<file path="src/design/fecc_pkg.sv">
// Shared types, constants and helper functions of the flash ECC image word encoder.
package fecc_pkg;

    // Field and address widths
    localparam int LA_BITS     = 24;
    localparam int IDX_BITS    = 23;
    localparam int LEN_BITS    = 25;
    localparam int PA_BITS     = 25;
    localparam int WORD_BITS   = 32;
    localparam int ECC_BITS    = 7;
    localparam int STATUS_BITS = 3;
    localparam int GRP_BITS    = 20;
    localparam int ADDR_BITS   = 4;
    localparam int DATA_BITS   = 32;

    // Queue between front and back
    localparam int Q_DEPTH    = 4;
    localparam int Q_PTR_BITS = 2;
    localparam int Q_CNT_BITS = Q_PTR_BITS + 1;

    // Divide by three: x / 3 == (x * DIV3_MUL) >> DIV3_SHIFT for x up to 2**21
    localparam logic [21:0] DIV3_MUL   = 22'h2AAAAB;
    localparam int          DIV3_SHIFT = 23;

    // Word index saturation
    localparam logic [IDX_BITS-1:0] IDX_MAX = '1;

    // Status codes
    localparam logic [STATUS_BITS-1:0] ST_OK         = 3'd0;
    localparam logic [STATUS_BITS-1:0] ST_MISALIGNED = 3'd1;
    localparam logic [STATUS_BITS-1:0] ST_END_BEYOND = 3'd2;
    localparam logic [STATUS_BITS-1:0] ST_BEGIN_GT   = 3'd3;
    localparam logic [STATUS_BITS-1:0] ST_LEN_MISM   = 3'd4;
    localparam logic [STATUS_BITS-1:0] ST_OVERRUN    = 3'd5;

    // Register indexes
    localparam logic [1:0] REG_REGION_BEGIN = 2'd0;
    localparam logic [1:0] REG_REGION_END   = 2'd1;
    localparam logic [1:0] REG_PART_LENGTH  = 2'd2;
    localparam logic [1:0] REG_IMAGE_LENGTH = 2'd3;

    // Register reset values
    localparam logic [LA_BITS-1:0]  RST_REGION_BEGIN = 24'd0;
    localparam logic [LA_BITS-1:0]  RST_REGION_END   = 24'd7;
    localparam logic [LEN_BITS-1:0] RST_PART_LENGTH  = 25'd8;
    localparam logic [LEN_BITS-1:0] RST_IMAGE_LENGTH = 25'd32;

    // Parity masks, mask i produces ECC bit i
    localparam logic [ECC_BITS-1:0][WORD_BITS-1:0] ECC_MASK = {
        32'hff0000ff, 32'hff00ff00, 32'hc0fcc0fc, 32'h38e338e3,
        32'ha699a699, 32'h15571557, 32'h4b2e4b2e
    };

    // Configuration seen by both halves
    typedef struct packed {
        logic [LA_BITS-1:0]  region_begin;
        logic [LA_BITS-1:0]  region_end;
        logic [LEN_BITS-1:0] part_length;
        logic [LEN_BITS-1:0] image_length;
    } cfg_t;

    // Classified word travelling from front to back
    typedef struct packed {
        logic [WORD_BITS-1:0]   data_word;
        logic [LA_BITS-1:0]     la;
        logic [STATUS_BITS-1:0] status;
    } entry_t;

    // Seven parity bits of a word
    function automatic logic [ECC_BITS-1:0] ecc_of(input logic [WORD_BITS-1:0] w);
        logic [ECC_BITS-1:0] e;
        e = '0;
        for (int i = 0; i < ECC_BITS; i++)
        begin
            e[i] = ^(w & ECC_MASK[i]);
        end
        return e;
    endfunction

endpackage

</file>
<file path="src/design/flash_ecc_image_word_encoder_core.sv">
// Top level of the flash ECC image word encoder: front, queue and back joined.
// An accepted word passes through the queue, stage 1 and the result register to the output
// ports; one word per cycle is sustained while results are popped.
// The queue holds four classified words, so the front keeps accepting while results wait, until the queue is full.
// Reset (rst_n low, asynchronous) restores register defaults, clears the word counter,
// empties the queue and drops all pending results.
module flash_ecc_image_word_encoder_core
(
    input  logic                                 clk,
    input  logic                                 rst_n,
    // configuration port
    input  logic                                 psel,
    input  logic                                 penable,
    input  logic                                 pwrite,
    input  logic [fecc_pkg::ADDR_BITS-1:0]       paddr,
    input  logic [fecc_pkg::DATA_BITS-1:0]       pwdata,
    output logic [fecc_pkg::DATA_BITS-1:0]       prdata,
    output logic                                 pready,
    // input words
    input  logic                                 push,
    output logic                                 full,
    input  logic [fecc_pkg::WORD_BITS-1:0]       data_word,
    // results
    output logic                                 empty,
    input  logic                                 pop,
    output logic                                 write_enable,
    output logic [fecc_pkg::PA_BITS-1:0]         phys_addr,
    output logic [fecc_pkg::WORD_BITS-1:0]       stored_word,
    output logic [fecc_pkg::ECC_BITS-1:0]        ecc_byte,
    output logic                                 pad_block,
    output logic [fecc_pkg::STATUS_BITS-1:0]     status
);

    fecc_pkg::cfg_t    cfg;
    fecc_pkg::entry_t  wr_entry;
    fecc_pkg::entry_t  rd_entry;
    logic              q_push;
    logic              q_pop;
    logic              q_full;
    logic              q_empty;

    assign full = q_full;

    fecc_front u_front
    (
        .clk       (clk),
        .rst_n     (rst_n),
        .psel      (psel),
        .penable   (penable),
        .pwrite    (pwrite),
        .paddr     (paddr),
        .pwdata    (pwdata),
        .prdata    (prdata),
        .pready    (pready),
        .push      (push),
        .data_word (data_word),
        .q_full    (q_full),
        .q_push    (q_push),
        .q_entry   (wr_entry),
        .cfg       (cfg)
    );

    fecc_queue u_queue
    (
        .clk      (clk),
        .rst_n    (rst_n),
        .wr       (q_push),
        .wr_entry (wr_entry),
        .full     (q_full),
        .rd       (q_pop),
        .rd_entry (rd_entry),
        .empty    (q_empty)
    );

    fecc_back u_back
    (
        .clk          (clk),
        .rst_n        (rst_n),
        .cfg          (cfg),
        .q_empty      (q_empty),
        .q_entry      (rd_entry),
        .q_pop        (q_pop),
        .empty        (empty),
        .pop          (pop),
        .write_enable (write_enable),
        .phys_addr    (phys_addr),
        .stored_word  (stored_word),
        .ecc_byte     (ecc_byte),
        .pad_block    (pad_block),
        .status       (status)
    );

endmodule

</file>
<file path="src/design/fecc_front.sv">
// Front half: configuration registers, word counter and per-word status classification.
module fecc_front
(
    input  logic                                clk,
    input  logic                                rst_n,
    // configuration port
    input  logic                                psel,
    input  logic                                penable,
    input  logic                                pwrite,
    input  logic [fecc_pkg::ADDR_BITS-1:0]      paddr,
    input  logic [fecc_pkg::DATA_BITS-1:0]      pwdata,
    output logic [fecc_pkg::DATA_BITS-1:0]      prdata,
    output logic                                pready,
    // input words
    input  logic                                push,
    input  logic [fecc_pkg::WORD_BITS-1:0]      data_word,
    input  logic                                q_full,
    output logic                                q_push,
    output fecc_pkg::entry_t                    q_entry,
    // configuration for the back half
    output fecc_pkg::cfg_t                      cfg
);

    logic [fecc_pkg::LA_BITS-1:0]  region_begin_reg, region_begin_next;
    logic [fecc_pkg::LA_BITS-1:0]  region_end_reg, region_end_next;
    logic [fecc_pkg::LEN_BITS-1:0] part_length_reg, part_length_next;
    logic [fecc_pkg::LEN_BITS-1:0] image_length_reg, image_length_next;
    logic [fecc_pkg::IDX_BITS-1:0] word_index_reg, word_index_next;

    logic                          wr_en;
    logic                          take;
    logic [fecc_pkg::LEN_BITS-1:0] end_plus1;
    logic [fecc_pkg::GRP_BITS-1:0] il_grp;
    logic [2:0]                    il_slot;
    logic [fecc_pkg::LEN_BITS:0]   log_cap;
    logic [fecc_pkg::LEN_BITS-1:0] span;
    logic [fecc_pkg::LEN_BITS-1:0] byte_off;
    logic [fecc_pkg::STATUS_BITS-1:0] status;

    // Slot of a physical offset within a 32-byte block (offset / 5)
    function automatic logic [2:0] slot_of(input logic [4:0] off);
        logic [2:0] s;
        if (off >= 5'd30)
            s = 3'd6;
        else if (off >= 5'd25)
            s = 3'd5;
        else if (off >= 5'd20)
            s = 3'd4;
        else if (off >= 5'd15)
            s = 3'd3;
        else if (off >= 5'd10)
            s = 3'd2;
        else if (off >= 5'd5)
            s = 3'd1;
        else
            s = 3'd0;
        return s;
    endfunction

    assign pready = 1'b1;
    assign wr_en  = psel & penable & pwrite;
    assign take   = push & ~q_full;

    // Decode register writes
    always_comb
    begin
        region_begin_next = region_begin_reg;
        region_end_next   = region_end_reg;
        part_length_next  = part_length_reg;
        image_length_next = image_length_reg;
        if (wr_en)
        begin
            case (paddr[3:2])
                fecc_pkg::REG_REGION_BEGIN: region_begin_next = pwdata[fecc_pkg::LA_BITS-1:0];
                fecc_pkg::REG_REGION_END:   region_end_next   = pwdata[fecc_pkg::LA_BITS-1:0];
                fecc_pkg::REG_PART_LENGTH:  part_length_next  = pwdata[fecc_pkg::LEN_BITS-1:0];
                fecc_pkg::REG_IMAGE_LENGTH: image_length_next = pwdata[fecc_pkg::LEN_BITS-1:0];
                default: ;
            endcase
        end
    end

    // Read back registers
    always_comb
    begin
        case (paddr[3:2])
            fecc_pkg::REG_REGION_BEGIN: prdata = fecc_pkg::DATA_BITS'(region_begin_reg);
            fecc_pkg::REG_REGION_END:   prdata = fecc_pkg::DATA_BITS'(region_end_reg);
            fecc_pkg::REG_PART_LENGTH:  prdata = fecc_pkg::DATA_BITS'(part_length_reg);
            fecc_pkg::REG_IMAGE_LENGTH: prdata = fecc_pkg::DATA_BITS'(image_length_reg);
            default:                    prdata = '0;
        endcase
    end

    // Clear the counter on any register write, else advance and saturate per transfer
    always_comb
    begin
        word_index_next = word_index_reg;
        if (wr_en)
            word_index_next = '0;
        else if (take && word_index_reg != fecc_pkg::IDX_MAX)
            word_index_next = word_index_reg + 1'b1;
    end

    // Logical capacity of the image: 24 bytes per block plus 4 per whole slot
    assign il_grp    = image_length_reg[fecc_pkg::LEN_BITS-1:5];
    assign il_slot   = slot_of(image_length_reg[4:0]);
    assign log_cap   = {2'b00, il_grp, 4'b0000} + {3'b000, il_grp, 3'b000}
                     + {21'd0, il_slot, 2'b00};
    assign end_plus1 = {1'b0, region_end_reg} + 25'd1;
    assign span      = {1'b0, region_end_reg} - {1'b0, region_begin_reg} + 25'd1;
    assign byte_off  = {word_index_reg, 2'b00};

    // Classify the word, first failing check wins
    always_comb
    begin
        if (region_begin_reg[2:0] != 3'd0 || region_end_reg[2:0] != 3'd7)
            status = fecc_pkg::ST_MISALIGNED;
        else if ({1'b0, end_plus1} > log_cap)
            status = fecc_pkg::ST_END_BEYOND;
        else if (region_begin_reg > region_end_reg)
            status = fecc_pkg::ST_BEGIN_GT;
        else if (part_length_reg != span)
            status = fecc_pkg::ST_LEN_MISM;
        else if (byte_off >= part_length_reg)
            status = fecc_pkg::ST_OVERRUN;
        else
            status = fecc_pkg::ST_OK;
    end

    assign q_push            = take;
    assign q_entry.data_word = data_word;
    assign q_entry.la        = region_begin_reg + byte_off[fecc_pkg::LA_BITS-1:0];
    assign q_entry.status    = status;

    assign cfg.region_begin  = region_begin_reg;
    assign cfg.region_end    = region_end_reg;
    assign cfg.part_length   = part_length_reg;
    assign cfg.image_length  = image_length_reg;

    // Hold configuration and counter
    always_ff @(posedge clk or negedge rst_n)
    begin
        if (!rst_n)
        begin
            region_begin_reg <= fecc_pkg::RST_REGION_BEGIN;
            region_end_reg   <= fecc_pkg::RST_REGION_END;
            part_length_reg  <= fecc_pkg::RST_PART_LENGTH;
            image_length_reg <= fecc_pkg::RST_IMAGE_LENGTH;
            word_index_reg   <= '0;
        end
        else
        begin
            region_begin_reg <= region_begin_next;
            region_end_reg   <= region_end_next;
            part_length_reg  <= part_length_next;
            image_length_reg <= image_length_next;
            word_index_reg   <= word_index_next;
        end
    end

endmodule

</file>
<file path="src/design/fecc_queue.sv">
// Short queue of classified words between the front and back halves.
module fecc_queue
(
    input  logic              clk,
    input  logic              rst_n,
    input  logic              wr,
    input  fecc_pkg::entry_t  wr_entry,
    output logic              full,
    input  logic              rd,
    output fecc_pkg::entry_t  rd_entry,
    output logic              empty
);

    fecc_pkg::entry_t                  slots [fecc_pkg::Q_DEPTH];
    logic [fecc_pkg::Q_PTR_BITS-1:0]   wr_ptr_reg, wr_ptr_next;
    logic [fecc_pkg::Q_PTR_BITS-1:0]   rd_ptr_reg, rd_ptr_next;
    logic [fecc_pkg::Q_CNT_BITS-1:0]   count_reg, count_next;
    logic                              do_wr;
    logic                              do_rd;

    assign full     = (count_reg == fecc_pkg::Q_CNT_BITS'(fecc_pkg::Q_DEPTH));
    assign empty    = (count_reg == '0);
    assign do_wr    = wr & ~full;
    assign do_rd    = rd & ~empty;
    assign rd_entry = slots[rd_ptr_reg];

    // Advance pointers and occupancy
    always_comb
    begin
        wr_ptr_next = do_wr ? wr_ptr_reg + 1'b1 : wr_ptr_reg;
        rd_ptr_next = do_rd ? rd_ptr_reg + 1'b1 : rd_ptr_reg;
        count_next  = count_reg;
        if (do_wr && !do_rd)
            count_next = count_reg + 1'b1;
        else if (do_rd && !do_wr)
            count_next = count_reg - 1'b1;
    end

    always_ff @(posedge clk or negedge rst_n)
    begin
        if (!rst_n)
        begin
            wr_ptr_reg <= '0;
            rd_ptr_reg <= '0;
            count_reg  <= '0;
        end
        else
        begin
            wr_ptr_reg <= wr_ptr_next;
            rd_ptr_reg <= rd_ptr_next;
            count_reg  <= count_next;
        end
    end

    // Store the incoming entry
    always_ff @(posedge clk)
    begin
        if (do_wr)
            slots[wr_ptr_reg] <= wr_entry;
    end

endmodule

</file>
<file path="src/design/fecc_back.sv">
// Back half: parity, logical-to-physical mapping, padding decision and result register.
module fecc_back
(
    input  logic                                 clk,
    input  logic                                 rst_n,
    input  fecc_pkg::cfg_t                       cfg,
    input  logic                                 q_empty,
    input  fecc_pkg::entry_t                     q_entry,
    output logic                                 q_pop,
    output logic                                 empty,
    input  logic                                 pop,
    output logic                                 write_enable,
    output logic [fecc_pkg::PA_BITS-1:0]         phys_addr,
    output logic [fecc_pkg::WORD_BITS-1:0]       stored_word,
    output logic [fecc_pkg::ECC_BITS-1:0]        ecc_byte,
    output logic                                 pad_block,
    output logic [fecc_pkg::STATUS_BITS-1:0]     status
);

    // Stage 1 registers
    logic                               s1_valid_reg, s1_valid_next;
    logic [fecc_pkg::WORD_BITS-1:0]     s1_word_reg;
    logic [fecc_pkg::LA_BITS-1:0]       s1_la_reg;
    logic [fecc_pkg::STATUS_BITS-1:0]   s1_status_reg;
    logic [fecc_pkg::ECC_BITS-1:0]      s1_ecc_reg;
    logic [fecc_pkg::GRP_BITS-1:0]      s1_grp_reg;
    logic [fecc_pkg::GRP_BITS-1:0]      s1_end_grp_reg;

    // Output registers
    logic                               out_valid_reg, out_valid_next;
    logic                               we_reg;
    logic [fecc_pkg::PA_BITS-1:0]       pa_reg;
    logic [fecc_pkg::WORD_BITS-1:0]     word_reg;
    logic [fecc_pkg::ECC_BITS-1:0]      ecc_reg;
    logic                               pad_reg;
    logic [fecc_pkg::STATUS_BITS-1:0]   status_reg;

    logic                               out_ready;
    logic                               s1_ready;
    logic [fecc_pkg::LEN_BITS-1:0]      end_plus1;
    logic [42:0]                        grp_prod;
    logic [43:0]                        end_prod;
    logic [4:0]                         grp_rem;
    logic [2:0]                         slot;
    logic [fecc_pkg::PA_BITS-1:0]       pa_calc;
    logic                               pad_calc;
    logic                               ok;

    // Flow control: a stage takes a transfer when it is empty or drains this cycle
    assign out_ready = pop | ~out_valid_reg;
    assign s1_ready  = ~s1_valid_reg | out_ready;
    assign q_pop     = ~q_empty & s1_ready;

    assign s1_valid_next  = s1_ready ? q_pop : s1_valid_reg;
    assign out_valid_next = out_ready ? s1_valid_reg : out_valid_reg;

    // Group number of the word and of the partition end (divide by 24 as >>3 then /3)
    assign end_plus1 = {1'b0, cfg.region_end} + 25'd1;
    assign grp_prod  = {22'd0, q_entry.la[fecc_pkg::LA_BITS-1:3]} * {21'd0, fecc_pkg::DIV3_MUL};
    assign end_prod  = {22'd0, end_plus1[fecc_pkg::LEN_BITS-1:3]} * {22'd0, fecc_pkg::DIV3_MUL};

    // Offset inside the 24-byte group, its word slot and the physical address
    assign grp_rem  = s1_la_reg[4:0] - 5'({s1_grp_reg, 3'b000}) - 5'({s1_grp_reg, 4'b0000});
    assign slot     = grp_rem[4:2];
    assign pa_calc  = {s1_grp_reg, 5'b00000} + fecc_pkg::PA_BITS'({slot, 2'b00})
                    + fecc_pkg::PA_BITS'(slot);
    assign pad_calc = (s1_grp_reg < s1_end_grp_reg)
                    && ({s1_grp_reg, 5'b11111} < cfg.image_length);
    assign ok       = (s1_status_reg == fecc_pkg::ST_OK);

    always_ff @(posedge clk or negedge rst_n)
    begin
        if (!rst_n)
        begin
            s1_valid_reg  <= 1'b0;
            out_valid_reg <= 1'b0;
        end
        else
        begin
            s1_valid_reg  <= s1_valid_next;
            out_valid_reg <= out_valid_next;
        end
    end

    // Load stage 1 from the queue
    always_ff @(posedge clk)
    begin
        if (q_pop)
        begin
            s1_word_reg    <= q_entry.data_word;
            s1_la_reg      <= q_entry.la;
            s1_status_reg  <= q_entry.status;
            s1_ecc_reg     <= fecc_pkg::ecc_of(q_entry.data_word);
            s1_grp_reg     <= grp_prod[fecc_pkg::DIV3_SHIFT +: fecc_pkg::GRP_BITS];
            s1_end_grp_reg <= end_prod[fecc_pkg::DIV3_SHIFT +: fecc_pkg::GRP_BITS];
        end
    end

    // Load the result register, zero everything but status on an error
    always_ff @(posedge clk)
    begin
        if (s1_valid_reg && out_ready)
        begin
            we_reg     <= ok;
            pa_reg     <= ok ? pa_calc : '0;
            word_reg   <= ok ? s1_word_reg : '0;
            ecc_reg    <= ok ? s1_ecc_reg : '0;
            pad_reg    <= ok & pad_calc;
            status_reg <= s1_status_reg;
        end
    end

    assign empty        = ~out_valid_reg;
    assign write_enable = we_reg;
    assign phys_addr    = pa_reg;
    assign stored_word  = word_reg;
    assign ecc_byte     = ecc_reg;
    assign pad_block    = pad_reg;
    assign status       = status_reg;

endmodule
</file>
<file path="config.mk">
export PLATFORM = sky130hd
export DESIGN_NAME = flash_ecc_image_word_encoder_core
export DESIGN_NICKNAME = d
export VERILOG_FILES = /design/src/design/fecc_pkg.sv /design/src/design/flash_ecc_image_word_encoder_core.sv /design/src/design/fecc_front.sv /design/src/design/fecc_queue.sv /design/src/design/fecc_back.sv
export SDC_FILE = /design/constraint.sdc
export NUM_CORES = 2
export LEC_CHECK = 0
export BUFFER_PORTS_ARGS = -buffer_cell sky130_fd_sc_hd__buf_2
export CAP_MARGIN = 20
export CORE_MARGIN = 5
export CORE_UTILIZATION = 30
export CTS_CLUSTER_DIAMETER = 40
export CTS_CLUSTER_SIZE = 16
export DETAILED_ROUTE_END_ITERATION = 10
export MAX_ROUTING_LAYER = met4
export PLACE_DENSITY_LB_ADDON = 0.3
export SLEW_MARGIN = 10
export SYNTH_ARGS = -nofsm -noshare
export SYNTH_HDL_FRONTEND = slang
export SYNTH_SLANG_ARGS = --single-unit
</file>
<file path="constraint.sdc">
create_clock -name clk -period 8.7 [get_ports clk]
set_clock_uncertainty 0.2 [all_clocks]
set_input_delay 0.435 -clock clk [delete_from_list [all_inputs] [get_ports clk]]
set_output_delay 0.435 -clock clk [all_outputs]
set_load 0.05 [all_outputs]
</file>
==> summary.md <==
| Metric | Value |
|---|---|
| GP Congestion | 0.883 |
| CP max stage delay | between 0.5 and 0.6 ns |
| Post-synthesis compound-gate area fraction | 0.0693 |
| IO Count | approximately 180 |
| Aggregate global routing overflow | 0 |
| Syn-to-layout area delta | 19.3% |
| Register clock-pin slew on the reported worst setup and hold paths | around 0.06 ns |
| MaxCap Viol Count | 0 |
| DRC violations left | 0 |
| Synth Flop Type | edfxtp_1 |
| Reg area | roughly 15000 um^2 |
| GRT Total Usage | 0.159 |
| Synth warn | 0 |
| # setup viols final | 0 |
| CP max-delay cell | fa_1 |
| DRT antenna net count | 0 |
| First-pass iteration count of the detailed router | 5 |
| Share of cells above drive strength 1 | 0.173 |
| Core box area | roughly 140000 um^2 |
| Crit path DAT | between 8 and 9 ns |
| Max reg flops | about 230 |
| Later-pin clock latency in the skew report | 0.67 ns |
| Adder-Cell Fraction of Synth Area | 0.314 |
| First-pass GRT wire length | between 150000 and 200000 um |
| Die ar. | ~150000 um^2 |
| Yosys cell types | 87 |
| Htree depth | 3 |
| Largest family of logic cells by synthesized area | adder cells |
| Simple logic cell fraction of the synthesized area | 0.0725 |
| HPWL after DPL | 91500 um |
| Hold WC Path Type | in2reg |
| Startpoint types | register |
| Routed wire length | around 110000 um |
| Vias per cell | about 4.7 |
| Slew margin rel. | 0.344 |
| Vert. Die Dim | 381 um |
| Share of the synthesized area in the top cell type | 0.277 |
| TritonCTS clock tree | done |
| Final instance area | 49400 um^2 |
| Post-route minimum period | roughly 8.4 ns |
| Required @ worst endpoint | between 8 and 9 ns |
| Cells after Synth | 3550 |
| Post-synthesis average cell area | between 10 and 15 um^2 |
| Die extent in x | approximately 380 um |
| FP Rows | 136 |
| Post-Synthesis Cell Area | 41400 um^2 |
| XOR/XNOR Fraction of Synth Area | 0.0645 |
| Multiplexer share of the synthesized area | 0.0603 |
| Nets | approximately 5000 |
| Worst-Margin Slew | around 1 ns |
| Average wire per standard cell | 19.3 um |
| Via count | approximately 27000 |
| CP Max Fanout | 4 |
| Final hold vios | 0 |
| RSZ-0062 raised after global routing | true |
| Maximum clock path buffer count | 3 |
| Area contributors post-synth | edfxtp_1 28%, ha_1 18%, fa_1 14% |
| Register area share after synthesis | 0.356 |
| Most used cell, CP | fa_1 |
| Pin count of the biggest net entering global routing | approximately 90 |
| Vias in the first global route | between 20000 and 30000 |
| FMAX | between 100 and 150 MHz |
| Placed Area | around 46000 um^2 |
| Initial antenna violation count | 7 |
| HP Start | push |
| Seq cells post-synth | 512 |
| IO buf count | approximately 160 |
| Cell taking the most area after synthesis | edfxtp_1 |
| CP Class | reg2reg |
| Final period util | 0.967 |
| Asr flop ratio synth | 0.254 |
| Critical path buffer and inverter count | 7 |
| Outcome | complete, no violations |
| Total CTS buffers | a little over 80 |
| Worst Setup SP | u_front.region_end_reg[1] |
| Starting density of the core | 0.301 |
| Fillers | approximately 14000 |
| # clock sinks | around 500 |
| Crit. End Element | register |
| Final slew viol count | 0 |
| Clock root buffer | clkbuf_16 |
| Footprint of the multi-input gates | between 20000 and 25000 um^2 |
| Launch point of the worst reg-to-reg path | u_front.region_end_reg[1] |
| Post-synth EDFFs | between 300 and 400 |
| 1st-iter DRT viols | roughly 1600 |
| Crit path max-delay family | adder cells |
-- cell type report --
| type | count | share of cell area |
|---|---|---|
| Clock buffer | 88 | 0.0422 |
| Inverter | 620 | 0.0471 |
| Sequential cell | 512 | 0.298 |
| Timing Repair Buffer | 406 | 0.0572 |
| Clock inverter | 62 | 0.0158 |
| Multi-Input combinational cell | 2356 | 0.494 |
| Antenna cell | 4 | 0.000203 |
| Tap cell | 1794 | 0.0455 |
-- stage by stage --
stage	hold slack (ns)	std cells	TNS, ns	utilization	setup slack (ns)
after floorplan	-0.0606	3556	0	-	0.0527
after global placement	0.238	5618	-0.415	0.332	-0.239
after detailed placement	0.238	5618	-0.416	0.332	-0.219
after CTS	0.0860	5827	0	0.357	0.00663
after global routing	0.120	5840	-0.151	0.360	-0.0735
final	0.120	5842	0	0.360	0.290
-- layout by cell type, fill, tap and decap left out, types with 9 or more instances in the layout --
cell type	netlist	layout
a211oi_1	19	17
o21a_1	14	14
nor2_1	149	146
o21ai_0	113	111
clkinv_2	0	9
dfrtp_1	125	123
clkbuf_16	0	82
edfxtp_1	382	382
a31oi_1	10	9
dlygate4sd3_1	0	59
xor2_1	74	74
ha_1	580	575
o21bai_1	16	14
buf_2	1	160
nand2b_1	20	20
nand4_1	35	35
inv_6	0	12
o31ai_1	10	9
or3_1	16	16
mux2_2	54	54
nor3_1	31	30
and2_1	60	55
xnor2_1	216	210
a2111oi_0	10	9
and3_1	24	24
buf_4	8	184
mux4_2	80	80
nor2b_1	30	30
a21oi_1	128	122
nand3_1	51	48
inv_1	619	615
nand2_1	136	135
o211ai_1	12	12
a21o_1	58	58
fa_1	287	286
-- synthesized netlist by cell type, types with 6 or more instances --
cell type and number:
o31ai_1 10, buf_4 8, a211oi_1 19, buf_1 13, nor3_1 31, nand2b_1 20
nand2_1 136, mux2i_1 6, a21o_1 58, fa_1 287, xor2_1 74, o21a_1 14
nand4_1 35, nor3b_1 8, nor2_1 149, ha_1 580, a2111oi_0 10, o21ai_0 113
o21bai_1 16, o211ai_1 12, mux2_2 54, a21oi_1 128, nor4_1 6, dfrtp_1 125
inv_1 619, nor2b_1 30, nand3_1 51, and2_1 60, a31oi_1 10, mux4_2 80
and3_1 24, or3_1 16, o21ai_1 6, xnor2_1 216, edfxtp_1 382, clkbuf_1 45
-- worst register-to-register path: cells and delay by family, from the launching register on --
kind	cells	cell delay, ns
AO/OA/AOI/OAI	8	1.29
flip-flops	1	0.55
XOR/XNOR	2	0.28
buffers and inverters	7	0.67
adder cells (fa/ha/maj)	8	3.57
AND/OR/NAND/NOR	9	1.62
-- timing repair --
action	CTS	global route
pin swaps	1	33
buffers inserted	0	10
endpoints found under the hold margin	312	0
resized for setup	9	39
gates cloned	0	0
hold buffers	59	0
setup endpoints to repair	3	8
-- cell families (layout without fill, tap and decap cells) --
kind of cell | Yosys count | count (layout)
muxes | 141 | 141
buffers and inverters | 688 | 1176
xor gates and xnor gates | 296 | 296
other | 2 | 12
adders and majority gates | 867 | 867
AOI/OAI and AO/OA | 450 | 450
DFF | 512 | 512
and+or+nand+nor | 594 | 594
-- metal layers --
metal,up-vias,global-route usage,wire length (um)
met1,13671,0.213,52300
li1,13096,-,-
met4,0,0.0358,2110
met3,114,0.0245,4950
met5,-,-,0
met2,506,0.255,53500
-- path summary, 6_finish.rpt --
check                                              endpoint  slack [ns]  cells after the start
worst max-delay path              u_back.s1_end_grp_reg[19]        0.29                     34
worst min-delay path                  u_queue.wr_ptr_reg[0]        0.12                      3
worst max register to register    u_back.s1_end_grp_reg[19]        0.29                     34
worst min register to register             u_back.status[2]        0.24                      0
max in group asynchronous       u_front.part_length_reg[18]        6.85                      3
min in group asynchronous               u_back.s1_valid_reg        0.26                      2
Power is left out: the tool's default activity adds up to more than one toggle a clock period on the data nets, which glitch-free logic cannot reach.
